## src/sv/dns_query_stream_parser_top_defines.svh

```systemverilog
// ---------------------------------------------------------------------------
// DNS query stream parser assertion macros
// Shared concurrent check shorthands, clocked on clk, disabled in reset.
// ---------------------------------------------------------------------------
`ifndef DNS_QUERY_STREAM_PARSER_TOP_DEFINES_SVH
`define DNS_QUERY_STREAM_PARSER_TOP_DEFINES_SVH

// Same-cycle implication check.
`define DQSP_ASSERT_IMP(lbl, ante, cons, msg) \
  lbl: assert property (@(posedge clk) disable iff (!rst_n) (ante) |-> (cons)) \
    else $error(msg);

// Next-cycle implication check.
`define DQSP_ASSERT_NXT(lbl, ante, cons, msg) \
  lbl: assert property (@(posedge clk) disable iff (!rst_n) (ante) |=> (cons)) \
    else $error(msg);

`endif

```

## src/sv/dqsp_pkg.sv

```systemverilog
// ---------------------------------------------------------------------------
// DNS query stream parser package
// Item kind codes, flag field positions and the front-to-back bundle type.
// ---------------------------------------------------------------------------
`default_nettype none

package dqsp_pkg;

  // Result queue depth between parser and output stage.
  localparam int unsigned FIFO_DEPTH = 4;

  // Result item kinds.
  localparam logic [3:0] KIND_ID       = 4'd0;
  localparam logic [3:0] KIND_FLAGS    = 4'd1;
  localparam logic [3:0] KIND_QCOUNT   = 4'd2;
  localparam logic [3:0] KIND_CHAR     = 4'd3;
  localparam logic [3:0] KIND_NAME_END = 4'd4;
  localparam logic [3:0] KIND_QTYPE    = 4'd5;
  localparam logic [3:0] KIND_QCLASS   = 4'd6;
  localparam logic [3:0] KIND_ERROR    = 4'd7;
  localparam logic [3:0] KIND_PKT_END  = 4'd8;

  // Label separator character.
  localparam logic [7:0] DOT_CHAR = 8'h2E;

  // Flags word layout.
  localparam int unsigned QR_BIT     = 15;
  localparam int unsigned OPCODE_HI  = 14;
  localparam int unsigned OPCODE_LO  = 11;
  localparam int unsigned AA_BIT     = 10;
  localparam int unsigned TC_BIT     = 9;
  localparam int unsigned RD_BIT     = 8;
  localparam int unsigned RA_BIT     = 7;
  localparam int unsigned RCODE_HI   = 3;

  // Everything one accepted byte produces: an optional main item and an
  // optional packet-end item that always comes second.
  typedef struct packed {
    logic        has_main;
    logic [3:0]  kind;
    logic [15:0] value;
    logic [15:0] qnum;
    logic        has_end;
    logic        end_ok;
  } bundle_t;

  // Queue status seen by both sides.
  typedef struct packed {
    logic full;
    logic empty;
  } fifo_status_t;

endpackage

`default_nettype wire

```

## src/sv/dqsp_fifo.sv

```systemverilog
// ---------------------------------------------------------------------------
// DNS query stream parser result queue
// Short register queue of result bundles between parser and output stage.
// ---------------------------------------------------------------------------
`default_nettype none
`include "dns_query_stream_parser_top_defines.svh"

module dqsp_fifo #(
  parameter int unsigned DEPTH = dqsp_pkg::FIFO_DEPTH
) (
  input  wire logic                   clk,
  input  wire logic                   rst_n,
  input  wire logic                   push,
  input  wire dqsp_pkg::bundle_t      push_data,
  input  wire logic                   pop,
  output dqsp_pkg::bundle_t           rd_data,
  output dqsp_pkg::fifo_status_t      status
);
  import dqsp_pkg::*;

  localparam int unsigned PTR_W = (DEPTH > 1) ? $clog2(DEPTH) : 1;
  localparam int unsigned CNT_W = $clog2(DEPTH + 1);

  bundle_t            mem_r [DEPTH];
  logic [PTR_W-1:0]   wr_ptr_r, wr_ptr_nxt;
  logic [PTR_W-1:0]   rd_ptr_r, rd_ptr_nxt;
  logic [CNT_W-1:0]   count_r, count_nxt;

  assign status.full  = (count_r == CNT_W'(DEPTH));
  assign status.empty = (count_r == '0);
  assign rd_data      = mem_r[rd_ptr_r];

  always_comb begin
    wr_ptr_nxt = wr_ptr_r;
    rd_ptr_nxt = rd_ptr_r;
    count_nxt  = count_r;
    if (push) begin
      wr_ptr_nxt = (wr_ptr_r == PTR_W'(DEPTH - 1)) ? '0 : wr_ptr_r + 1'b1;
    end
    if (pop) begin
      rd_ptr_nxt = (rd_ptr_r == PTR_W'(DEPTH - 1)) ? '0 : rd_ptr_r + 1'b1;
    end
    if (push && !pop) begin
      count_nxt = count_r + 1'b1;
    end else if (pop && !push) begin
      count_nxt = count_r - 1'b1;
    end
  end

  always_ff @(posedge clk) begin
    if (!rst_n) begin
      wr_ptr_r <= '0;
      rd_ptr_r <= '0;
      count_r  <= '0;
    end else begin
      wr_ptr_r <= wr_ptr_nxt;
      rd_ptr_r <= rd_ptr_nxt;
      count_r  <= count_nxt;
    end
  end

  always_ff @(posedge clk) begin
    if (push) begin
      mem_r[wr_ptr_r] <= push_data;
    end
  end

  `DQSP_ASSERT_IMP(a_no_push_full, push, !status.full, "push into full result queue")
  `DQSP_ASSERT_IMP(a_no_pop_empty, pop, !status.empty, "pop from empty result queue")
  `DQSP_ASSERT_NXT(a_count_up, push && !pop, count_r == $past(count_r) + 1'b1, "count did not advance")

endmodule

`default_nettype wire

```

## src/sv/dqsp_front.sv

```systemverilog
// ---------------------------------------------------------------------------
// DNS query stream parser front end
// Accepts one packet byte per cycle while the result queue is not full, tracks
// the parse phase and builds the result bundle for that byte.
// ---------------------------------------------------------------------------
`default_nettype none

module dqsp_front (
  input  wire logic                   clk,
  input  wire logic                   rst_n,
  input  wire logic                   in_valid,
  output logic                        in_stall,
  input  wire logic [7:0]             in_rx_byte,
  input  wire logic                   in_end_of_packet,
  input  wire dqsp_pkg::fifo_status_t q_status,
  output logic                        push,
  output dqsp_pkg::bundle_t           push_data
);
  import dqsp_pkg::*;

  typedef enum logic [7:0] {
    PH_HEADER    = 8'b0000_0001,
    PH_NAME_LEN  = 8'b0000_0010,
    PH_NAME_CHAR = 8'b0000_0100,
    PH_QTYPE_HI  = 8'b0000_1000,
    PH_QTYPE_LO  = 8'b0001_0000,
    PH_QCLASS_HI = 8'b0010_0000,
    PH_QCLASS_LO = 8'b0100_0000,
    PH_SKIP      = 8'b1000_0000
  } phase_t;

  phase_t       phase_r, phase_nxt;
  logic [3:0]   hdr_off_r, hdr_off_nxt;
  logic [7:0]   held_r, held_nxt;
  logic [7:0]   left_r, left_nxt;
  logic         first_r, first_nxt;
  logic [15:0]  qexp_r, qexp_nxt;
  logic [15:0]  qdone_r, qdone_nxt;
  logic [16:0]  rsum_r, rsum_nxt;

  logic         accept;
  logic [15:0]  word;
  logic [15:0]  qdone_inc;
  logic [7:0]   left_dec;
  bundle_t      bnd;

  assign in_stall  = q_status.full;
  assign accept    = in_valid && !in_stall;
  assign word      = {held_r, in_rx_byte};
  assign qdone_inc = qdone_r + 1'b1;
  assign left_dec  = left_r - 1'b1;

  always_comb begin
    phase_nxt   = phase_r;
    hdr_off_nxt = hdr_off_r;
    held_nxt    = held_r;
    left_nxt    = left_r;
    first_nxt   = first_r;
    qexp_nxt    = qexp_r;
    qdone_nxt   = qdone_r;
    rsum_nxt    = rsum_r;
    bnd         = '0;

    unique case (phase_r)
      PH_HEADER: begin
        if (!hdr_off_r[0]) begin
          held_nxt = in_rx_byte;
        end else begin
          unique case (hdr_off_r)
            4'd1: begin
              bnd.has_main = 1'b1;
              bnd.kind     = KIND_ID;
              bnd.value    = word;
            end
            4'd3: begin
              bnd.has_main = 1'b1;
              bnd.kind     = KIND_FLAGS;
              bnd.value    = word;
            end
            4'd5: begin
              qexp_nxt     = word;
              bnd.has_main = 1'b1;
              bnd.kind     = KIND_QCOUNT;
              bnd.value    = word;
            end
            4'd7: rsum_nxt = {1'b0, word};
            4'd9: rsum_nxt = rsum_r + {1'b0, word};
            default: begin
              // Last header byte: pick error, skip or question parsing.
              if (rsum_r != '0) begin
                bnd.has_main = 1'b1;
                bnd.kind     = KIND_ERROR;
                phase_nxt    = PH_SKIP;
              end else if (qexp_r == '0) begin
                phase_nxt    = PH_SKIP;
              end else begin
                phase_nxt    = PH_NAME_LEN;
                first_nxt    = 1'b1;
              end
            end
          endcase
        end
        if (hdr_off_r < 4'd11) begin
          hdr_off_nxt = hdr_off_r + 1'b1;
        end
      end
      PH_NAME_LEN: begin
        if (in_rx_byte == '0) begin
          bnd.has_main = 1'b1;
          bnd.kind     = KIND_NAME_END;
          bnd.qnum     = qdone_r;
          first_nxt    = 1'b1;
          phase_nxt    = PH_QTYPE_HI;
        end else begin
          if (!first_r) begin
            bnd.has_main = 1'b1;
            bnd.kind     = KIND_CHAR;
            bnd.value    = {8'd0, DOT_CHAR};
            bnd.qnum     = qdone_r;
          end
          first_nxt = 1'b0;
          left_nxt  = in_rx_byte;
          phase_nxt = PH_NAME_CHAR;
        end
      end
      PH_NAME_CHAR: begin
        bnd.has_main = 1'b1;
        bnd.kind     = KIND_CHAR;
        bnd.value    = {8'd0, in_rx_byte};
        bnd.qnum     = qdone_r;
        left_nxt     = left_dec;
        if (left_dec == '0) begin
          phase_nxt = PH_NAME_LEN;
        end
      end
      PH_QTYPE_HI: begin
        held_nxt  = in_rx_byte;
        phase_nxt = PH_QTYPE_LO;
      end
      PH_QTYPE_LO: begin
        bnd.has_main = 1'b1;
        bnd.kind     = KIND_QTYPE;
        bnd.value    = word;
        bnd.qnum     = qdone_r;
        phase_nxt    = PH_QCLASS_HI;
      end
      PH_QCLASS_HI: begin
        held_nxt  = in_rx_byte;
        phase_nxt = PH_QCLASS_LO;
      end
      PH_QCLASS_LO: begin
        bnd.has_main = 1'b1;
        bnd.kind     = KIND_QCLASS;
        bnd.value    = word;
        bnd.qnum     = qdone_r;
        qdone_nxt    = qdone_inc;
        phase_nxt    = (qdone_inc == qexp_r) ? PH_SKIP : PH_NAME_LEN;
      end
      PH_SKIP: ;
      default: ;
    endcase

    // Packet end: report completeness, then drop all parse state.
    if (in_end_of_packet) begin
      bnd.has_end = 1'b1;
      bnd.end_ok  = (phase_nxt == PH_SKIP) && (rsum_nxt == '0);
      phase_nxt   = PH_HEADER;
      hdr_off_nxt = '0;
      held_nxt    = '0;
      left_nxt    = '0;
      first_nxt   = 1'b1;
      qexp_nxt    = '0;
      qdone_nxt   = '0;
      rsum_nxt    = '0;
    end
  end

  assign push      = accept && (bnd.has_main || bnd.has_end);
  assign push_data = bnd;

  always_ff @(posedge clk) begin
    if (!rst_n) begin
      phase_r   <= PH_HEADER;
      hdr_off_r <= '0;
      held_r    <= '0;
      left_r    <= '0;
      first_r   <= 1'b1;
      qexp_r    <= '0;
      qdone_r   <= '0;
      rsum_r    <= '0;
    end else if (accept) begin
      phase_r   <= phase_nxt;
      hdr_off_r <= hdr_off_nxt;
      held_r    <= held_nxt;
      left_r    <= left_nxt;
      first_r   <= first_nxt;
      qexp_r    <= qexp_nxt;
      qdone_r   <= qdone_nxt;
      rsum_r    <= rsum_nxt;
    end
  end

endmodule

`default_nettype wire

```

## src/sv/dqsp_back.sv

```systemverilog
// ---------------------------------------------------------------------------
// DNS query stream parser back end
// Unpacks queued bundles into single result items and holds them in the
// output register until taken.
// ---------------------------------------------------------------------------
`default_nettype none

module dqsp_back (
  input  wire logic                   clk,
  input  wire logic                   rst_n,
  input  wire dqsp_pkg::bundle_t      head,
  input  wire dqsp_pkg::fifo_status_t q_status,
  output logic                        pop,
  output logic                        out_valid,
  input  wire logic                   out_stall,
  output logic [3:0]                  out_item_kind,
  output logic [15:0]                 out_item_value,
  output logic                        out_flag_qr,
  output logic [3:0]                  out_flag_opcode,
  output logic                        out_flag_aa,
  output logic                        out_flag_tc,
  output logic                        out_flag_rd,
  output logic                        out_flag_ra,
  output logic [3:0]                  out_flag_rcode,
  output logic [15:0]                 out_question_number
);
  import dqsp_pkg::*;

  logic         valid_r, valid_nxt;
  logic         sub_r, sub_nxt;
  logic [3:0]   kind_r;
  logic [15:0]  value_r;
  logic [15:0]  qnum_r;

  logic         load;
  logic         emit_main;
  logic         last;
  logic [3:0]   kind_sel;
  logic [15:0]  value_sel;
  logic [15:0]  qnum_sel;
  logic         is_flags;

  assign emit_main = !sub_r && head.has_main;
  assign last      = !(emit_main && head.has_end);
  assign load      = !q_status.empty && (!valid_r || !out_stall);
  assign pop       = load && last;

  always_comb begin
    if (emit_main) begin
      kind_sel  = head.kind;
      value_sel = head.value;
      qnum_sel  = head.qnum;
    end else begin
      kind_sel  = KIND_PKT_END;
      value_sel = {15'd0, head.end_ok};
      qnum_sel  = '0;
    end
  end

  always_comb begin
    sub_nxt   = load ? !last : sub_r;
    valid_nxt = valid_r;
    if (load) begin
      valid_nxt = 1'b1;
    end else if (!out_stall) begin
      valid_nxt = 1'b0;
    end
  end

  always_ff @(posedge clk) begin
    if (!rst_n) begin
      valid_r <= 1'b0;
      sub_r   <= 1'b0;
    end else begin
      valid_r <= valid_nxt;
      sub_r   <= sub_nxt;
    end
  end

  always_ff @(posedge clk) begin
    if (load) begin
      kind_r  <= kind_sel;
      value_r <= value_sel;
      qnum_r  <= qnum_sel;
    end
  end

  // Flag fields read as zero on every item but the flags item.
  assign is_flags            = (kind_r == KIND_FLAGS);
  assign out_valid           = valid_r;
  assign out_item_kind       = kind_r;
  assign out_item_value      = value_r;
  assign out_question_number = qnum_r;
  assign out_flag_qr         = is_flags & value_r[QR_BIT];
  assign out_flag_opcode     = is_flags ? value_r[OPCODE_HI:OPCODE_LO] : 4'd0;
  assign out_flag_aa         = is_flags & value_r[AA_BIT];
  assign out_flag_tc         = is_flags & value_r[TC_BIT];
  assign out_flag_rd         = is_flags & value_r[RD_BIT];
  assign out_flag_ra         = is_flags & value_r[RA_BIT];
  assign out_flag_rcode      = is_flags ? value_r[RCODE_HI:0] : 4'd0;

endmodule

`default_nettype wire

```

## src/sv/dns_query_stream_parser_top.sv

```systemverilog
// ---------------------------------------------------------------------------
// DNS query stream parser
// Parses a DNS query packet byte by byte into header, name, type and class
// result items, with a packet-end item carrying a completeness bit.
// ---------------------------------------------------------------------------
//
//   channel  direction  handshake          payload
//   in_      input      in_valid/in_stall  rx_byte[8], end_of_packet[1]
//   out_     output     out_valid/out_stall item kind/value, flags, question no.
//
// One byte is accepted per cycle while the result queue has room; the parser
// state updates in that same cycle, so back-to-back bytes need no gaps.
// A result item goes into the result queue, then into the output register.
// The output stage moves one item per cycle while out_stall is low; a byte that
// ends a packet and also produces an item yields two items, which the result
// queue absorbs.
// Reset (rst_n low, synchronous) returns the parser to the header phase and
// empties the queue and output register.
// out_stall backs up into the queue; in_stall rises only when the queue is full.
//
`default_nettype none

module dns_query_stream_parser_top #(
  parameter int unsigned FIFO_DEPTH = dqsp_pkg::FIFO_DEPTH
) (
  input  wire logic        clk,
  input  wire logic        rst_n,
  input  wire logic        in_valid,
  output logic             in_stall,
  input  wire logic [7:0]  in_rx_byte,
  input  wire logic        in_end_of_packet,
  output logic             out_valid,
  input  wire logic        out_stall,
  output logic [3:0]       out_item_kind,
  output logic [15:0]      out_item_value,
  output logic             out_flag_qr,
  output logic [3:0]       out_flag_opcode,
  output logic             out_flag_aa,
  output logic             out_flag_tc,
  output logic             out_flag_rd,
  output logic             out_flag_ra,
  output logic [3:0]       out_flag_rcode,
  output logic [15:0]      out_question_number
);
  import dqsp_pkg::*;

  // Front to queue: one bundle per transaction that produces anything.
  logic          push;
  bundle_t       push_data;
  // Queue to back: head bundle and pop.
  logic          pop;
  bundle_t       head;
  fifo_status_t  q_status;

  // Parse each accepted byte and classify what it produces.
  dqsp_front u_front (
    .clk              (clk),
    .rst_n            (rst_n),
    .in_valid         (in_valid),
    .in_stall         (in_stall),
    .in_rx_byte       (in_rx_byte),
    .in_end_of_packet (in_end_of_packet),
    .q_status         (q_status),
    .push             (push),
    .push_data        (push_data)
  );

  // Decouple parsing from output back-pressure.
  dqsp_fifo #(
    .DEPTH (FIFO_DEPTH)
  ) u_fifo (
    .clk       (clk),
    .rst_n     (rst_n),
    .push      (push),
    .push_data (push_data),
    .pop       (pop),
    .rd_data   (head),
    .status    (q_status)
  );

  // Emit queued items one transaction at a time.
  dqsp_back u_back (
    .clk                 (clk),
    .rst_n               (rst_n),
    .head                (head),
    .q_status            (q_status),
    .pop                 (pop),
    .out_valid           (out_valid),
    .out_stall           (out_stall),
    .out_item_kind       (out_item_kind),
    .out_item_value      (out_item_value),
    .out_flag_qr         (out_flag_qr),
    .out_flag_opcode     (out_flag_opcode),
    .out_flag_aa         (out_flag_aa),
    .out_flag_tc         (out_flag_tc),
    .out_flag_rd         (out_flag_rd),
    .out_flag_ra         (out_flag_ra),
    .out_flag_rcode      (out_flag_rcode),
    .out_question_number (out_question_number)
  );

endmodule

`default_nettype wire

```

## config.mk

```make
export PLATFORM = sky130hd
export DESIGN_NAME = dns_query_stream_parser_top
export DESIGN_NICKNAME = d
export VERILOG_FILES = /design/src/sv/dqsp_pkg.sv /design/src/sv/dqsp_fifo.sv /design/src/sv/dqsp_front.sv /design/src/sv/dqsp_back.sv /design/src/sv/dns_query_stream_parser_top.sv
export VERILOG_INCLUDE_DIRS = /design/src /design/src/sv
export SDC_FILE = /design/constraint.sdc
export NUM_CORES = 1
export LEC_CHECK = 0
export BUFFER_PORTS_ARGS = -buffer_cell sky130_fd_sc_hd__buf_4
export CAP_MARGIN = 5
export CELL_PAD_IN_SITES_DETAIL_PLACEMENT = 1
export CELL_PAD_IN_SITES_GLOBAL_PLACEMENT = 2
export CORE_ASPECT_RATIO = 0.8
export CORE_MARGIN = 4
export CORE_UTILIZATION = 46
export CTS_CLUSTER_SIZE = 12
export DETAILED_ROUTE_END_ITERATION = 10
export GPL_ROUTABILITY_DRIVEN = 0
export HOLD_SLACK_MARGIN = 0.15
export PLACE_DENSITY_LB_ADDON = 0.1
export SYNTH_ARGS = -nofsm -noshare
export SYNTH_HDL_FRONTEND = slang
export SYNTH_SLANG_ARGS = --single-unit
export TNS_END_PERCENT = 20
```

## constraint.sdc

```tcl
create_clock -name clk -period 8.3 [get_ports clk]
set_input_delay 1.245 -clock clk [delete_from_list [all_inputs] [get_ports clk]]
set_output_delay 1.245 -clock clk [all_outputs]
set_load 0.02 [all_outputs]
```

==> results of run 1 <==
## sequential cells by signal, summed over array words and instances (netlist names), named ones only
name and cells:
u_back.out_valid 1, u_front.rsum_r 17, u_front.qdone_r 16, u_back.sub_r 1
u_fifo.rd_ptr_r 2, u_front.first_r 1, u_fifo.wr_ptr_r 2, u_fifo.mem_r 152
u_front.qexp_r 16, u_back.out_question_number 16, u_fifo.count_r 3, u_front.left_r 8
u_back.out_item_kind 4, u_back.out_item_value 16, u_front.hdr_off_r 4, u_front.phase_r 8
u_front.held_r 8
## power by group
group / switching (mW) / internal (mW)
Clock: 0.530 / 0.758
Combinational: 0.522 / 0.371
Sequential: 0.0816 / 1.66
## routing by layer
layer | vias up | share of wire [%] | GRT usage, % | wire length [µm]
met1 | 4540 | 49 | 34.1 | 17300
met5 | - | 0 | 0 | 0
met2 | 219 | 45 | 36.1 | 15900
li1 | 4112 | - | - | -
met3 | 38 | 5.2 | 3.53 | 1850
met4 | 0 | 1.5 | 4.25 | 541
## layout make-up
cell class	instances	area [µm²]	area share (%)
Sequential cell	277	7430	50.1
Multi-Input combinational cell	725	5390	36.3
Clock buffer	43	798	5.38
Timing Repair Buffer	73	548	3.70
Tap cell	364	455	3.07
Clock inverter	10	134	0.903
Inverter	20	75.1	0.506
## synth_stat cells (all sizes together) (20+ instances only)
library cell,n,area (µm²)
edfxtp,188,5650
nor2b,114,713
dfxtp,89,1780
nand2,63,236
nor2,62,235
o21ai,62,314
a21oi,49,245
clkbuf,38,143
mux4,38,856
and2,37,231
a22oi,28,210
ha,27,338
mux2i,23,230
xnor2,21,184
inv,20,75.1
## cells by family (layout without fill, tap and decap cells)
kind of cell,after synthesis,count (layout)
flops,277,277
compound gates,201,201
mux,63,63
simple gates,392,392
fa+ha+maj,29,29
buf+inv,69,146
xor+xnor,40,40
## worst paths after layout
check	end	cells after the start	slack [ps]	from
max	u_fifo.count_r[2]	14	3850	u_front.phase_r[3]
min	u_back.sub_r	1	490	u_back.sub_r
max reg2reg	u_fifo.count_r[2]	14	3850	u_front.phase_r[3]
min reg2reg	u_back.sub_r	1	490	u_back.sub_r
## metrics by stage
stage                     std cells  total power [mW]  area, µm²
after floorplan                1071              2.32      13100
after global placement         1459              2.64      13900
after detailed placement       1459              2.68      13900
after CTS                      1512              3.98      14800
after global routing           1512              4.11      14800
final                          1512              3.93      14800
==> flow_summary.json, run 1 <==
{
  "status": "finished, final reports clean",
  "cp_slowest_cell": "nand4b_1",
  "post-place-ws_ps": 3690,
  "ys_ff_latch": 277,
  "post-route-period-util_pct": 53.6,
  "final_core_util_pct": 53.7,
  "fin_skew_ps": 17.2,
  "synth_adder_area_share_pct": 2.90,
  "cpPeakStageDelay_ps": 830,
  "path_cells": "nor4_4, nand4b_1, nand2_1, nor2_1, buf_4, nand2_1, nor2_1, nor2_1, ha_1, inv_1, fa_1, xor2_1, or3_1, a21boi_0",
  "clock-sinks": 277,
  "synth_edf_count": 188,
  "dieWidth_um": 196,
  "layout.nets": 1168,
  "ctsHtreeMaxLevel": 1,
  "path_buf_inv": 2,
  "cts_buffers": 29,
  "final_cell_mix": "188 x edfxtp_1, 114 x nor2b_1, 88 x dfxtp_1",
  "cts_tree": "built",
  "critical_path.most_common_cell": "nor2_1",
  "worstHoldPathType": "flop to flop",
  "post_cts_resize_count": 0,
  "gr-total-overflow": 0,
  "hold_viol_final": 0,
  "cp_top_family": "simple AND/OR/NAND/NOR gates",
  "cts_buffer_depth": 3,
  "synth_compound_area_share_pct": 9.73,
  "synth_top_family_by_area": "simple AND/OR/NAND/NOR gates",
  "layout_setup_ws_ps": 3850,
  "worst-setup-path-type": "flop to flop",
  "power_density_nw_per_um2": 265,
  "grt_pass1_vias": 9174,
  "holdBufCountCts": 0,
  "cp-start-kind": "flop",
  "worst_pin_slew_ps": 1250,
  "wl_per_cell_um": 23.5,
  "leakage_nw": 5.24,
  "clkLatencyLatePin_ps": 560,
  "max-vdd-ir-drop_v": 0.000175,
  "async_flop_share_pct": 0,
  "syn2layout_area_growth_pct": 13.6,
  "synth.avg_cell_area_um2": 12.2,
  "syn_inst": 1071,
  "hpwl_um": 24400,
  "die_area_um2": 31100,
  "slew_headroom_pct": 16.3,
  "antenna_cells": 0,
  "path_max_fanout": 20,
  "vias": 8909,
  "layout-drive-gt1-share_pct": 15.2,
  "ys_types": 72,
  "drt_first_iter_violations": 653,
  "cts_root_buffer": "clkbuf_16",
  "fmax_mhz": 225,
  "final_common_cell": "edfxtp_1",
  "synth_xor_area_share_pct": 2.68,
  "grt_pass1_wl_um": 55200,
  "clkTransAtPathRegs_ps": 60,
  "cp.arrival_ps": 4930,
  "ys_seq_area_share_pct": 56.9,
  "synth_nets": 1113,
  "drv_slew": 0,
  "synth_mux_area_share_pct": 8.49,
  "cap_viol_max_count": 0,
  "rsz0062_at_grt": "no",
  "cts_setup_buffers": 0,
  "ios": 64,
  "setup_tns_ps": 0,
  "syn_area_um2": 13100,
  "fillers": 2844,
  "drc_errors": 0,
  "grt_max_degree": 76,
  "setup-violations-final": 0,
  "rows": 54,
  "grt_usage_pct": 22.9,
  "core-area_um2": 27600,
  "viasPerCell": 5.89,
  "fin_crit_ps": 4450,
  "holdWs_ps": 494,
  "first_pass_iters": 5,
  "endpoint_kind": "flop",
  "fp.dieH_um": 159,
  "antenna_found_initial": 0,
  "synth_warnings": 0,
  "synth_top_flop_cell": "edfxtp_1",
  "portBuffers": 63,
  "antenna_left": 0,
  "cp.required_ps": 8780,
  "start_util_pct": 47.2,
  "yosys.area_share.simple_pct": 17.2,
  "routed_wl_um": 35600
}
Note: power is estimated with default switching activity, not from simulation.
==> inputs of run 2 (changes only) <==
- ABC_AREA: default -> 1
- CORE_UTILIZATION: 46 -> 38
- clock period: 8.3 -> 4.6 ns (I/O delays scaled with it)
==> run 2 against run 1 <==
Net effect: synthesized cell count grew 55%; utilization shrank 9.5 points; synthesized area grew 5.4%; first-iteration DRC count grew 17%; sequential share of layout area shrank 3.2 points; worst hold slack lost 30 ps; design area grew 6.8%; sequential power grew 83%; global-route usage shrank 1.4 points; final cell count grew 47%.
==> flow_summary.json, run 2 <==
{
  "ys_ff_latch": 277,
  "core-area_um2": 35800,
  "cts_tree": "built",
  "fin_crit_ps": 3550,
  "fmax_mhz": 281,
  "syn2layout_area_growth_pct": 15.1,
  "rsz0062_at_grt": "no",
  "ios": 64,
  "post_cts_resize_count": 0,
  "final_common_cell": "nand2_1",
  "layout-drive-gt1-share_pct": 10.5,
  "synth_area_leaders": "edfxtp_1 41%, dfxtp_1 13%, nand2_1 10%",
  "synth_warnings": 0,
  "leakage_nw": 6.36,
  "path_max_fanout": 9,
  "rrSetupSlack_ps": 1050,
  "cts_buffers": 31,
  "yosysTopAreaCell": "edfxtp_1",
  "status": "finished, final reports clean",
  "start_util_pct": 38.4,
  "synth_nets": 1702,
  "synth.avg_cell_area_um2": 8.28,
  "synth_edf_count": 188,
  "worstHoldPathType": "flop to flop",
  "post-place-ws_ps": 1010,
  "worst-setup-path-type": "flop to flop",
  "r2r-start": "u_front.hdr_off_r[0]",
  "grt_usage_pct": 21.5,
  "endpoint_kind": "flop",
  "ys_types": 43,
  "holdBufCountCts": 0,
  "clkTransAtPathRegs_ps": 60,
  "worst_pin_slew_ps": 959,
  "ys_top_cells_by_count": "375 x nand2_1, 305 x nor2_1, 188 x edfxtp_1, 156 x inv_1, 127 x a21oi_1",
  "synth_top_flop_cell": "edfxtp_1",
  "cap_viol_max_count": 0,
  "viasPerCell": 5.12,
  "ctsHtreeMaxLevel": 1,
  "portBuffers": 63,
  "grt_max_degree": 69,
  "largest_register_ffs": 152,
  "synth.top_cell.area_share_pct": 41.1,
  "grt_util_met1_pct": 33.2,
  "startpoint": "u_front.hdr_off_r[0]",
  "antenna_cells": 0,
  "layout.nets": 1764,
  "power_density_nw_per_um2": 487,
  "antenna_found_initial": 0,
  "hpwl_um": 30300,
  "first_pass_iters": 5,
  "cp.arrival_ps": 3990,
  "ff2ff_path_depth": 18,
  "final_core_util_pct": 44.2,
  "syn_area_um2": 13800,
  "use_met2_pct": 33.3,
  "setup-violations-final": 0,
  "fp.dieH_um": 178,
  "cts_setup_buffers": 0,
  "post-route-period-util_pct": 77.3,
  "rows": 62,
  "cts_root_buffer": "clkbuf_16",
  "final_cell_mix": "375 x nand2_1, 301 x nor2_1, 188 x edfxtp_1",
  "fin_skew_ps": 20.4,
  "die_area_um2": 39300,
  "busiest_layer": "met2",
  "cp.required_ps": 5030,
  "worstHoldStart": "u_front.left_r[1]",
  "async_flop_share_pct": 0,
  "slew_headroom_pct": 35.6,
  "hold_viol_final": 0,
  "vias": 11400,
  "cts_buffer_depth": 3,
  "cp-start-kind": "flop",
  "drv_slew": 0,
  "max-vdd-ir-drop_v": 0.000282,
  "layout_setup_ws_ps": 1050,
  "whs_path_depth": 2,
  "antenna_left": 0,
  "wl_per_cell_um": 19.0,
  "dieWidth_um": 221,
  "reg.largest.list": "u_fifo.mem_r: 152 flops, u_front.rsum_r: 17 flops",
  "grt_pass1_vias": 11500,
  "dp_cells": 2169,
  "holdWs_ps": 465,
  "synth.most_common_cell": "nand2_1",
  "grtUsageMet3_pct": 2.30,
  "grt_pass1_wl_um": 66000,
  "gr-total-overflow": 0,
  "setup_tns_ps": 0,
  "clock-sinks": 277,
  "drc_errors": 0,
  "clkLatencyLatePin_ps": 560,
  "syn_inst": 1660,
  "regMostFlops": "u_fifo.mem_r",
  "drt_first_iter_violations": 761,
  "ys_seq_area_share_pct": 54.0,
  "routed_wl_um": 42200,
  "final_cells": 2226
}
## run 2: where the power goes
group / switching [mW] / internal [mW]
Combinational: 1.42 / 0.621
Sequential: 0.163 / 3.05
Clock: 1.01 / 1.45
Total: 2.59 / 5.12
## run 2: path summary, 6_finish.rpt
check	endpoint
setup / recovery	u_fifo.count_r[2]
hold reg to reg	u_front.left_r[1]
hold / removal	u_front.left_r[1]
setup reg to reg	u_fifo.count_r[2]
## run 2: kinds of logic (layout without fill, tap and decap cells)
kind of cell / after synthesis / in the layout / synth area share, %
DFF: 277 / 277 / 54.0
and+or+nand+nor: 838 / 838 / 25.6
xor gates and xnor gates: 6 / 6 / 0.382
AOI/OAI and AO/OA: 283 / 283 / 11.0
adders and majority gates: 29 / 29 / 2.75
buffers and inverters: 227 / 313 / 6.31
## run 2: layout make-up
type | count | area (µm²)
clock inverters | 11 | 114
fillers | 4289 | 20000
inverters | 170 | 638
clock buffers | 46 | 892
well taps | 480 | 601
repair buffers | 86 | 658
multi-input cells | 1156 | 5500
flip-flops and latches | 277 | 7430
## run 2: worst max-delay path: stages (launching register included)
cell and delay [ps]:
dfxtp_1 560, ha_1 320, inv_1 80, nor3_1 280, a21oi_2 80, inv_2 110, nor2_4 60, a21oi_1 220
o21ai_1 130, nand3_1 130, nand2_2 220, inv_1 120, ha_1 150, inv_1 70, fa_1 430, a21oi_1 140
o21ai_0 120, o21ai_0 160, a21oi_1 50
## run 2: metal layers
layer	vias up	routed length (µm)
met5	-	0
met4	0	539
met3	38	1570
met2	168	18200
met1	5556	21900
li1	5628	-
## run 2: stage by stage
stage	power (mW)	instance area (µm²)
4_1_cts	7.80	15800
5_1_grt	8.14	15800
2_1_floorplan	4.50	13800
3_5_place_dp	5.33	14800
3_3_place_gp	5.28	14800
6_report	7.70	15800
